## src/rtl/core/response_pattern_classifier_assert.svh

```systemverilog
// Assertion macros shared by the classifier design files.
// Every macro samples on the rising edge of clk and is switched off while rst is high.
`ifndef RESPONSE_PATTERN_CLASSIFIER_ASSERT_SVH
`define RESPONSE_PATTERN_CLASSIFIER_ASSERT_SVH

// The consequent must hold in the same cycle as the antecedent.
`define RPC_ASSERT_SAME(label, ante, cons, msg) \
  label: assert property (@(posedge clk) disable iff (rst) (ante) |-> (cons)) \
    else $error(msg);

// The consequent must hold in the cycle after the antecedent.
`define RPC_ASSERT_NEXT(label, ante, cons, msg) \
  label: assert property (@(posedge clk) disable iff (rst) (ante) |=> (cons)) \
    else $error(msg);

`endif

```

## src/rtl/core/rpc_pkg.sv

```systemverilog
package rpc_pkg;

  localparam int PATTERN_W    = 64;
  localparam int NUM_PAT_REGS = 4;
  localparam int TALLY_W      = 32;
  localparam int CFG_ADDR_W   = 6;
  localparam int CFG_DATA_W   = 64;
  localparam int M_TDATA_W    = 136;

  // Register indexes. The byte address is eight times the index.
  localparam logic [2:0] REG_SUCCESS_A    = 3'd0;
  localparam logic [2:0] REG_SUCCESS_B    = 3'd1;
  localparam logic [2:0] REG_FAILURE_A    = 3'd2;
  localparam logic [2:0] REG_FAILURE_B    = 3'd3;
  localparam logic [2:0] REG_SUCCESS_USED = 3'd4;
  localparam logic [2:0] REG_FAILURE_USED = 3'd5;

  localparam logic [PATTERN_W-1:0] SUCCESS_A_RESET = 64'h0000_0000_0000_2023;
  localparam logic [1:0]           SLOTS_USED_RESET = 2'd1;

  typedef enum logic [1:0] {
    OUTCOME_SUCCESS = 2'd0,
    OUTCOME_FAILURE = 2'd1,
    OUTCOME_SILENT  = 2'd2
  } outcome_t;

  // Pattern slots in order: success a, success b, failure a, failure b.
  typedef struct packed {
    logic [NUM_PAT_REGS-1:0][PATTERN_W-1:0] pattern;
    logic [1:0]                             success_used;
    logic [1:0]                             failure_used;
  } cfg_t;

  // Packed with outcome in the lowest bits.
  typedef struct packed {
    logic [TALLY_W-1:0] silent_tally;
    logic [TALLY_W-1:0] failure_tally;
    logic [TALLY_W-1:0] success_tally;
    logic [TALLY_W-1:0] total_tally;
    logic               pattern_slot;
    outcome_t           outcome;
  } result_t;

endpackage

```

## src/rtl/core/response_pattern_classifier.sv

```systemverilog
// Response pattern classifier. Response bytes enter on the s_ stream, one transaction per
// byte, with s_tlast on the final byte of each response. Every byte is checked against up to
// two success and two failure patterns (each up to PATTERN_BYTES bytes, low byte first, a
// zero byte ends the pattern, an all-zero register always matches) ending at that byte. The
// last byte produces one result transaction on the m_ stream: success if an enabled success
// pattern matched, else failure if an enabled failure pattern matched or the response began
// with a nonzero byte, else no response, together with the deciding slot and four wrapping
// 32-bit tallies. The block takes one byte per clock: all pattern comparisons for a byte are
// combinational and done in parallel, and results queue in a two-entry output buffer, so the
// input stalls only while two results are waiting to be taken. A result appears on m_tvalid
// in the cycle after its last byte is accepted, unless an earlier result is held there and
// not taken in that cycle; then it waits in the second buffer entry until the earlier one is
// taken. Pattern and slot-count registers are 64-bit APB registers at byte offset 8 times
// their index and should be written while the stream is idle.
module response_pattern_classifier #(
  parameter int PATTERN_BYTES = 8,
  parameter int SUCCESS_SLOTS = 2,
  parameter int FAILURE_SLOTS = 2
) (
  input  logic                                 clk,
  input  logic                                 rst,
  // APB configuration port
  input  logic                                 psel,
  input  logic                                 penable,
  input  logic                                 pwrite,
  input  logic [rpc_pkg::CFG_ADDR_W-1:0]       paddr,
  input  logic [rpc_pkg::CFG_DATA_W-1:0]       pwdata,
  output logic [rpc_pkg::CFG_DATA_W-1:0]       prdata,
  output logic                                 pready,
  // Response byte stream
  input  logic                                 s_tvalid,
  output logic                                 s_tready,
  input  logic [7:0]                           s_tdata,  // [7:0] response_byte
  input  logic                                 s_tlast,  // last_byte
  // Classification result stream
  output logic                                 m_tvalid,
  input  logic                                 m_tready,
  // [1:0] outcome, [2] pattern_slot, [34:3] total_tally, [66:35] success_tally,
  // [98:67] failure_tally, [130:99] silent_tally, [135:131] zero
  output logic [rpc_pkg::M_TDATA_W-1:0]        m_tdata
);
  import rpc_pkg::*;

  localparam int RESULT_W = $bits(result_t);

  cfg_t       cfg;
  logic       cfg_write;
  logic [2:0] reg_index;
  logic       accept;
  logic       push;
  result_t    result;
  result_t    out_data;

  // Configuration registers. The index is the 8-byte word address; unused indexes are
  // ignored on write and read back as zero.
  assign pready    = 1'b1;
  assign reg_index = paddr[CFG_ADDR_W-1:3];
  assign cfg_write = psel & penable & pwrite & pready;

  always_ff @(posedge clk) begin
    if (rst) begin
      cfg.pattern[0]   <= SUCCESS_A_RESET;
      cfg.pattern[1]   <= '0;
      cfg.pattern[2]   <= '0;
      cfg.pattern[3]   <= '0;
      cfg.success_used <= SLOTS_USED_RESET;
      cfg.failure_used <= SLOTS_USED_RESET;
    end else if (cfg_write) begin
      case (reg_index)
        REG_SUCCESS_A:    cfg.pattern[0]   <= pwdata;
        REG_SUCCESS_B:    cfg.pattern[1]   <= pwdata;
        REG_FAILURE_A:    cfg.pattern[2]   <= pwdata;
        REG_FAILURE_B:    cfg.pattern[3]   <= pwdata;
        REG_SUCCESS_USED: cfg.success_used <= pwdata[1:0];
        REG_FAILURE_USED: cfg.failure_used <= pwdata[1:0];
        default: ;
      endcase
    end
  end

  always_comb begin
    case (reg_index)
      REG_SUCCESS_A:    prdata = cfg.pattern[0];
      REG_SUCCESS_B:    prdata = cfg.pattern[1];
      REG_FAILURE_A:    prdata = cfg.pattern[2];
      REG_FAILURE_B:    prdata = cfg.pattern[3];
      REG_SUCCESS_USED: prdata = {{(CFG_DATA_W-2){1'b0}}, cfg.success_used};
      REG_FAILURE_USED: prdata = {{(CFG_DATA_W-2){1'b0}}, cfg.failure_used};
      default:          prdata = '0;
    endcase
  end

  // The input side is held off only when both output buffer entries are occupied.
  assign accept = s_tvalid & s_tready;

  rpc_classifier #(
    .PATTERN_BYTES(PATTERN_BYTES),
    .SUCCESS_SLOTS(SUCCESS_SLOTS),
    .FAILURE_SLOTS(FAILURE_SLOTS)
  ) u_classifier (
    .clk          (clk),
    .rst          (rst),
    .accept       (accept),
    .response_byte(s_tdata),
    .last_byte    (s_tlast),
    .cfg          (cfg),
    .push         (push),
    .result       (result)
  );

  rpc_out_buf u_out_buf (
    .clk      (clk),
    .rst      (rst),
    .push     (push),
    .in_data  (result),
    .ready    (s_tready),
    .out_valid(m_tvalid),
    .out_ready(m_tready),
    .out_data (out_data)
  );

  assign m_tdata = {{(M_TDATA_W-RESULT_W){1'b0}}, out_data};

endmodule

```

## src/rtl/core/rpc_matcher.sv

```systemverilog
module rpc_matcher #(
  parameter int PATTERN_BYTES = 8
) (
  input  logic [rpc_pkg::PATTERN_W-1:0] pattern,
  input  logic [8*PATTERN_BYTES-1:0]    hist,
  output logic                          hit
);
  import rpc_pkg::*;

  // Compare the pattern against the history for every possible length in parallel,
  // then keep the comparison whose length matches the pattern's zero terminator.
  always_comb begin
    logic [PATTERN_BYTES:0] prefix_nz;
    logic [PATTERN_BYTES:0] is_len;
    logic [PATTERN_BYTES:0] eq;
    prefix_nz[0] = 1'b1;
    eq[0]        = 1'b1;
    for (int l = 1; l <= PATTERN_BYTES; l++) begin
      prefix_nz[l] = prefix_nz[l-1] & (pattern[8*(l-1) +: 8] != 8'd0);
    end
    for (int l = 0; l < PATTERN_BYTES; l++) begin
      is_len[l] = prefix_nz[l] & (pattern[8*l +: 8] == 8'd0);
    end
    is_len[PATTERN_BYTES] = prefix_nz[PATTERN_BYTES];
    for (int l = 1; l <= PATTERN_BYTES; l++) begin
      eq[l] = 1'b1;
      for (int k = 0; k < l; k++) begin
        eq[l] = eq[l] & (pattern[8*k +: 8] == hist[8*(l-1-k) +: 8]);
      end
    end
    hit = |(is_len & eq);
  end

endmodule

```

## src/rtl/core/rpc_classifier.sv

```systemverilog
module rpc_classifier #(
  parameter int PATTERN_BYTES = 8,
  parameter int SUCCESS_SLOTS = 2,
  parameter int FAILURE_SLOTS = 2
) (
  input  logic             clk,
  input  logic             rst,
  input  logic             accept,
  input  logic [7:0]       response_byte,
  input  logic             last_byte,
  input  rpc_pkg::cfg_t    cfg,
  output logic             push,
  output rpc_pkg::result_t result
);
  import rpc_pkg::*;
  `include "response_pattern_classifier_assert.svh"

  localparam int WIN_BYTES = (PATTERN_BYTES > 1) ? PATTERN_BYTES - 1 : 1;
  localparam int HIST_W    = 8 * PATTERN_BYTES;

  logic [8*WIN_BYTES-1:0]   window;
  logic [8*WIN_BYTES+7:0]   hist_full;
  logic [NUM_PAT_REGS-1:0]  match_seen;
  logic [NUM_PAT_REGS-1:0]  match_now;
  logic [NUM_PAT_REGS-1:0]  hit;
  logic [NUM_PAT_REGS-1:0]  slot_en;
  logic                     at_first;
  logic                     nonempty;
  logic                     nonempty_now;
  logic [TALLY_W-1:0]       total_count;
  logic [TALLY_W-1:0]       pass_count;
  logic [TALLY_W-1:0]       fail_count;
  logic [TALLY_W-1:0]       silent_count;

  // Newest byte in the lowest bits.
  assign hist_full = {window, response_byte};

  assign slot_en[0] = cfg.success_used != 2'd0;
  assign slot_en[1] = (cfg.success_used >= 2'd2) && (SUCCESS_SLOTS >= 2);
  assign slot_en[2] = cfg.failure_used != 2'd0;
  assign slot_en[3] = (cfg.failure_used >= 2'd2) && (FAILURE_SLOTS >= 2);

  for (genvar g = 0; g < NUM_PAT_REGS; g++) begin : g_match
    rpc_matcher #(
      .PATTERN_BYTES(PATTERN_BYTES)
    ) u_matcher (
      .pattern(cfg.pattern[g]),
      .hist   (hist_full[HIST_W-1:0]),
      .hit    (hit[g])
    );
  end

  assign match_now    = match_seen | (hit & slot_en);
  assign nonempty_now = at_first ? (response_byte != 8'd0) : nonempty;
  assign push         = accept & last_byte;

  always_comb begin
    result.outcome       = OUTCOME_SILENT;
    result.pattern_slot  = 1'b0;
    result.total_tally   = total_count + 1'b1;
    result.success_tally = pass_count;
    result.failure_tally = fail_count;
    result.silent_tally  = silent_count;
    if (|match_now[1:0]) begin
      result.outcome       = OUTCOME_SUCCESS;
      result.pattern_slot  = ~match_now[0];
      result.success_tally = pass_count + 1'b1;
    end else if (|match_now[3:2]) begin
      result.outcome       = OUTCOME_FAILURE;
      result.pattern_slot  = ~match_now[2];
      result.failure_tally = fail_count + 1'b1;
    end else if (nonempty_now) begin
      result.outcome       = OUTCOME_FAILURE;
      result.failure_tally = fail_count + 1'b1;
    end else begin
      result.silent_tally  = silent_count + 1'b1;
    end
  end

  always_ff @(posedge clk) begin
    if (rst) begin
      window     <= '0;
      match_seen <= '0;
      at_first   <= 1'b1;
      nonempty   <= 1'b0;
    end else if (accept) begin
      if (last_byte) begin
        window     <= '0;
        match_seen <= '0;
        at_first   <= 1'b1;
        nonempty   <= 1'b0;
      end else begin
        window     <= hist_full[8*WIN_BYTES-1:0];
        match_seen <= match_now;
        at_first   <= 1'b0;
        nonempty   <= nonempty_now;
      end
    end
  end

  always_ff @(posedge clk) begin
    if (rst) begin
      total_count  <= '0;
      pass_count   <= '0;
      fail_count   <= '0;
      silent_count <= '0;
    end else if (push) begin
      total_count  <= result.total_tally;
      pass_count   <= result.success_tally;
      fail_count   <= result.failure_tally;
      silent_count <= result.silent_tally;
    end
  end

  `RPC_ASSERT_SAME(a_tally_sum, 1'b1,
    total_count == TALLY_W'(pass_count + fail_count + silent_count),
    "outcome tallies do not add up to the total")
  `RPC_ASSERT_NEXT(a_end_clears, push,
    at_first && (match_seen == '0) && (window == '0) && !nonempty,
    "response state not cleared after the last byte")
  `RPC_ASSERT_NEXT(a_not_first, accept && !last_byte, !at_first,
    "first-byte flag still set after a byte inside a response")

endmodule

```

## src/rtl/core/rpc_out_buf.sv

```systemverilog
module rpc_out_buf (
  input  logic             clk,
  input  logic             rst,
  input  logic             push,
  input  rpc_pkg::result_t in_data,
  output logic             ready,
  output logic             out_valid,
  input  logic             out_ready,
  output rpc_pkg::result_t out_data
);
  import rpc_pkg::*;
  `include "response_pattern_classifier_assert.svh"

  logic    skid_valid;
  result_t skid_data;
  logic    pop;

  assign pop   = out_valid & out_ready;
  assign ready = ~skid_valid;

  always_ff @(posedge clk) begin
    if (rst) begin
      out_valid  <= 1'b0;
      skid_valid <= 1'b0;
    end else if (pop) begin
      if (skid_valid) begin
        skid_valid <= 1'b0;
      end else begin
        out_valid <= push;
      end
    end else if (push) begin
      if (out_valid) begin
        skid_valid <= 1'b1;
      end else begin
        out_valid <= 1'b1;
      end
    end
  end

  always_ff @(posedge clk) begin
    if (pop) begin
      out_data <= skid_valid ? skid_data : in_data;
    end else if (push && !out_valid) begin
      out_data <= in_data;
    end
    if (push && out_valid && !pop) begin
      skid_data <= in_data;
    end
  end

  `RPC_ASSERT_SAME(a_skid_implies_out, skid_valid, out_valid,
    "skid entry held while the output register is empty")
  `RPC_ASSERT_NEXT(a_skid_fill, push && out_valid && !pop, skid_valid,
    "result pushed into a full output register was dropped")
  `RPC_ASSERT_NEXT(a_skid_drain, pop && skid_valid,
    out_valid && (out_data == $past(skid_data)),
    "skid entry not moved into the output register")

endmodule
```

## config.mk

```make
export PLATFORM = sky130hd
export DESIGN_NAME = response_pattern_classifier
export DESIGN_NICKNAME = d
export VERILOG_FILES = /design/src/rtl/core/rpc_pkg.sv /design/src/rtl/core/response_pattern_classifier.sv /design/src/rtl/core/rpc_matcher.sv /design/src/rtl/core/rpc_classifier.sv /design/src/rtl/core/rpc_out_buf.sv
export VERILOG_INCLUDE_DIRS = /design/src /design/src/rtl/core
export SDC_FILE = /design/constraint.sdc
export NUM_CORES = 2
export LEC_CHECK = 0
export ABC_CLOCK_PERIOD_IN_PS = 12900
export BUFFER_PORTS_ARGS = -buffer_cell sky130_fd_sc_hd__buf_2
export CAP_MARGIN = 30
export CORE_MARGIN = 1
export CORE_UTILIZATION = 46
export DETAILED_ROUTE_END_ITERATION = 10
export GPL_TIMING_DRIVEN = 0
export PLACE_DENSITY_LB_ADDON = 0.05
export SYNTH_ARGS = -nofsm -noshare
export SYNTH_HDL_FRONTEND = slang
export SYNTH_HIERARCHICAL = 1
export SYNTH_SLANG_ARGS = --single-unit
```

## constraint.sdc

```tcl
create_clock -name clk -period 12.9 [get_ports clk]
set_input_delay 2.58 -clock clk [delete_from_list [all_inputs] [get_ports clk]]
set_output_delay 2.58 -clock clk [all_outputs]
set_load 0.03 [all_outputs]
```

==> qor.csv <==
metric;value;unit
dp_cells;6607;
slew-limit-headroom;0.258;
post_synth_num_cell_types;77;
period_share;0.554;
nets;5402;
vias;40900;
core;104000;µm²
grt_pass1_wl;301000;µm
grt_pass1_vias;39100;
post_drt_via_cell_ratio;6.04;
synth_top_area_share;0.197;
yosys.area.top_type;sky130_fd_sc_hd__xor2_1;
cts-root-to-sink-buffers;3;
rsz_0062_raised_after_global_routing;no;
r2r.worst_path.cells;16;
io_buffer_count;277;
max_freq;140;MHz
place.gp.congestion;1.04;
regArea;16900;µm²
power_density;99.3;nW/µm²
clk_pin_slew;0.07;ns
tritoncts.num_buffers;82;
multi_input_area;28400;µm²
synth.yosys.seq_area_share;0.351;
cts_max_level;3;
final_core_utilization;0.529;
worstSkewPairLatency;0.70;ns
crit_path_end_kind;output port;
die_height;326;µm
min_path_cells;2;
synth_edf_count;262;
max_slew.worst_pin.slew;1.11;ns
fin_cells;6765;
clk_root_buffer_cell;sky130_fd_sc_hd__clkbuf_16;
drtPass1Iterations;6;
synth-async-reset-ratio;0;
worstHoldStart;cfg[164];
finalSetupViolations;0;
peak_supply_drop;0.000106;V
die_width;326;µm
crit_arrival;4.56;ns
dpl-instance-area;51900;µm²
final_design_area_no_fill;54800;µm²
ys_dominant_reg_cell;sky130_fd_sc_hd__dfxtp_1;
final_hold_viol_count;0;
r2r_end;u_out_buf/out_data[111];
antenna_found_initial;15;
worstReg2RegStart;u_classifier/window[3];
start_util;0.465;
instance_count_of_the_mapped_netlist;4922;
cts_tree;built;
ys_seq_elements;714;
setup.reg_to_reg.worst_slack;7.41;ns
layout_filler_cell_count;9716;
worstHoldEndpoint;cfg[164];
tritoncts_num_sinks;714;
fin_worst_skew;0.0373;ns
detail_route.iter0.violations;4544;
ant_nets;0;
power.leakage;26.2;nW
fin_ws;5.76;ns
slew_violations;0;
critical_path_peak_fanout;10;
layout-drive-gt1-share;0.185;
placement.setup.worst_slack;5.50;ns
die_area;106000;µm²
ys_top_cells_by_area;sky130_fd_sc_hd__xor2_1, sky130_fd_sc_hd__dfxtp_1, sky130_fd_sc_hd__edfxtp_1;
hp-class;register to register;
rows;118;
totalWireLength;216000;µm
totalPowerFinal;5.44;mW
area.growth.synth_to_final;13.7;%
globalRouteOverflowTotal;0;
cts_repair_resize_count;0;
wl_per_cell;31.9;µm
status;finished, final reports clean;
postCtsSetupRepairBufs;0;
grt_max_degree;112;
ctsHoldBuffers;0;
netlist_area;48200;µm²
detail_route.drc_violations;0;
ioPinCount;289;
global_route.usage.total;0.397;
final.min_clock_period;7.14;ns
crit_path_category;primary input to output port;
syn_area_per_cell;9.79;µm²
synth-warning-count;6;
crit_required;10.32;ns
place.detailed.hpwl;161000;µm
drv_cap;0;
timing.critical_path.from_type;primary input;
## synthesized netlist by cell type (59+ instances only)
library cell,instances
sky130_fd_sc_hd__mux4_2,63
sky130_fd_sc_hd__nand2b_1,262
sky130_fd_sc_hd__xnor2_1,246
sky130_fd_sc_hd__xor2_1,1085
sky130_fd_sc_hd__or4_1,59
sky130_fd_sc_hd__buf_6,80
sky130_fd_sc_hd__o21ai_1,128
sky130_fd_sc_hd__mux2_4,90
sky130_fd_sc_hd__nand4_1,126
sky130_fd_sc_hd__dfxtp_1,452
sky130_fd_sc_hd__nand3_1,86
sky130_fd_sc_hd__nand2_1,126
sky130_fd_sc_hd__nor3_1,64
sky130_fd_sc_hd__a21oi_1,119
sky130_fd_sc_hd__buf_2,168
sky130_fd_sc_hd__nor2_1,231
sky130_fd_sc_hd__edfxtp_1,262
sky130_fd_sc_hd__mux2i_1,201
sky130_fd_sc_hd__nor2b_1,187
sky130_fd_sc_hd__clkbuf_1,200
sky130_fd_sc_hd__nor4_1,327
## registers in the layout, indices dropped and copies added (netlist names), 32 cells and up
register,cells
cfg,260
u_classifier/fail_count,32
u_classifier/pass_count,32
u_classifier/silent_count,32
u_classifier/total_count,32
u_classifier/window,56
u_out_buf/out_data,131
u_out_buf/skid_data,131
## power by group
| group | switching (mW) | total [mW] | internal, mW |
|---|---|---|---|
| Clock | 1.03 | 2.51 | 1.48 |
| Sequential | 0.0290 | 2.39 | 2.36 |
| Combinational | 0.369 | 0.540 | 0.171 |
| Total | 1.43 | 5.44 | 4.01 |
## metrics by stage
step                      hold slack [ns]  setup TNS, ns
after detailed placement            0.482              0
after floorplan                     0.455              0
final                               0.491              0
after CTS                           0.493              0
after global routing                0.518              0
after global placement              0.470        -175.75
## area by class of cell
cell class | instances | share of cell area
Timing Repair Buffer | 302 | 0.0354
Buffer | 498 | 0.0516
Antenna cell | 5 | 0.000228
Clock inverter | 42 | 0.0107
Multi-Input combinational cell | 3696 | 0.519
Sequential cell | 714 | 0.309
Tap cell | 1380 | 0.0315
Clock buffer | 110 | 0.0418
Inverter | 18 | 0.00123
## kinds of logic (layout without fill, tap and decap cells)
group	count (synthesis)	in the layout	synth area share
AO/OA/AOI/OAI	358	358	0.0421
buffers and inverters	516	970	0.0601
other	2	11	0.000156
adder cells (fa/ha/maj)	4	4	0.00104
AND/OR/NAND/NOR	1588	1588	0.191
flip-flops	714	714	0.351
XOR/XNOR	1339	1339	0.245
multiplexers	401	401	0.110
## per-layer routing
| metal | share of wire | vias to the layer above | routed length, µm | GRT usage |
|---|---|---|---|---|
| met4 | 0.090 | 2 | 19500 | 0.306 |
| met5 | 0.000051 | - | 11 | 0 |
| met1 | 0.39 | 19800 | 84900 | 0.497 |
| met3 | 0.098 | 754 | 21300 | 0.101 |
| li1 | - | 17800 | - | - |
| met2 | 0.42 | 2468 | 90400 | 0.585 |
## how the worst max path moves through the flow
stage,from,to,depth (start not counted)
global route,paddr[4],prdata[45],6
floorplan,s_tvalid,u_out_buf/skid_data[0],8
detailed placement,s_tdata[6],u_out_buf/out_data[111],17
global placement,s_tvalid,u_out_buf/skid_data[89],9
finish,paddr[4],prdata[45],6
CTS,paddr[4],prdata[14],6
## worst max-delay path, stage by stage
cell	delay (ns)
sky130_fd_sc_hd__buf_2	0.27
sky130_fd_sc_hd__buf_4	0.33
sky130_fd_sc_hd__buf_2	0.60
sky130_fd_sc_hd__mux4_2	0.32
sky130_fd_sc_hd__nor2b_1	0.22
sky130_fd_sc_hd__buf_2	0.24
## placed cells by master, fill, tap and decap left out, types with 18 or more instances in the layout
cell type,count
sky130_fd_sc_hd__nand2_1,126
sky130_fd_sc_hd__mux2_2,46
sky130_fd_sc_hd__nor2_1,230
sky130_fd_sc_hd__a21oi_1,119
sky130_fd_sc_hd__buf_6,80
sky130_fd_sc_hd__xnor2_1,246
sky130_fd_sc_hd__clkbuf_1,216
sky130_fd_sc_hd__o31ai_1,18
sky130_fd_sc_hd__mux2i_1,201
sky130_fd_sc_hd__dfxtp_1,442
sky130_fd_sc_hd__mux4_2,63
sky130_fd_sc_hd__nor3_1,64
sky130_fd_sc_hd__buf_4,40
sky130_fd_sc_hd__xor2_1,1085
sky130_fd_sc_hd__o21ai_1,128
sky130_fd_sc_hd__clkbuf_16,84
sky130_fd_sc_hd__buf_2,445
sky130_fd_sc_hd__edfxtp_1,262
sky130_fd_sc_hd__or4_1,59
sky130_fd_sc_hd__mux2_4,90
sky130_fd_sc_hd__o21ai_0,41
sky130_fd_sc_hd__nand4_1,126
sky130_fd_sc_hd__or3_1,37
sky130_fd_sc_hd__nand3_1,86
sky130_fd_sc_hd__nor2b_1,187
sky130_fd_sc_hd__nand2b_1,262
sky130_fd_sc_hd__nor4_1,327
(Power assumes the default switching activity.)
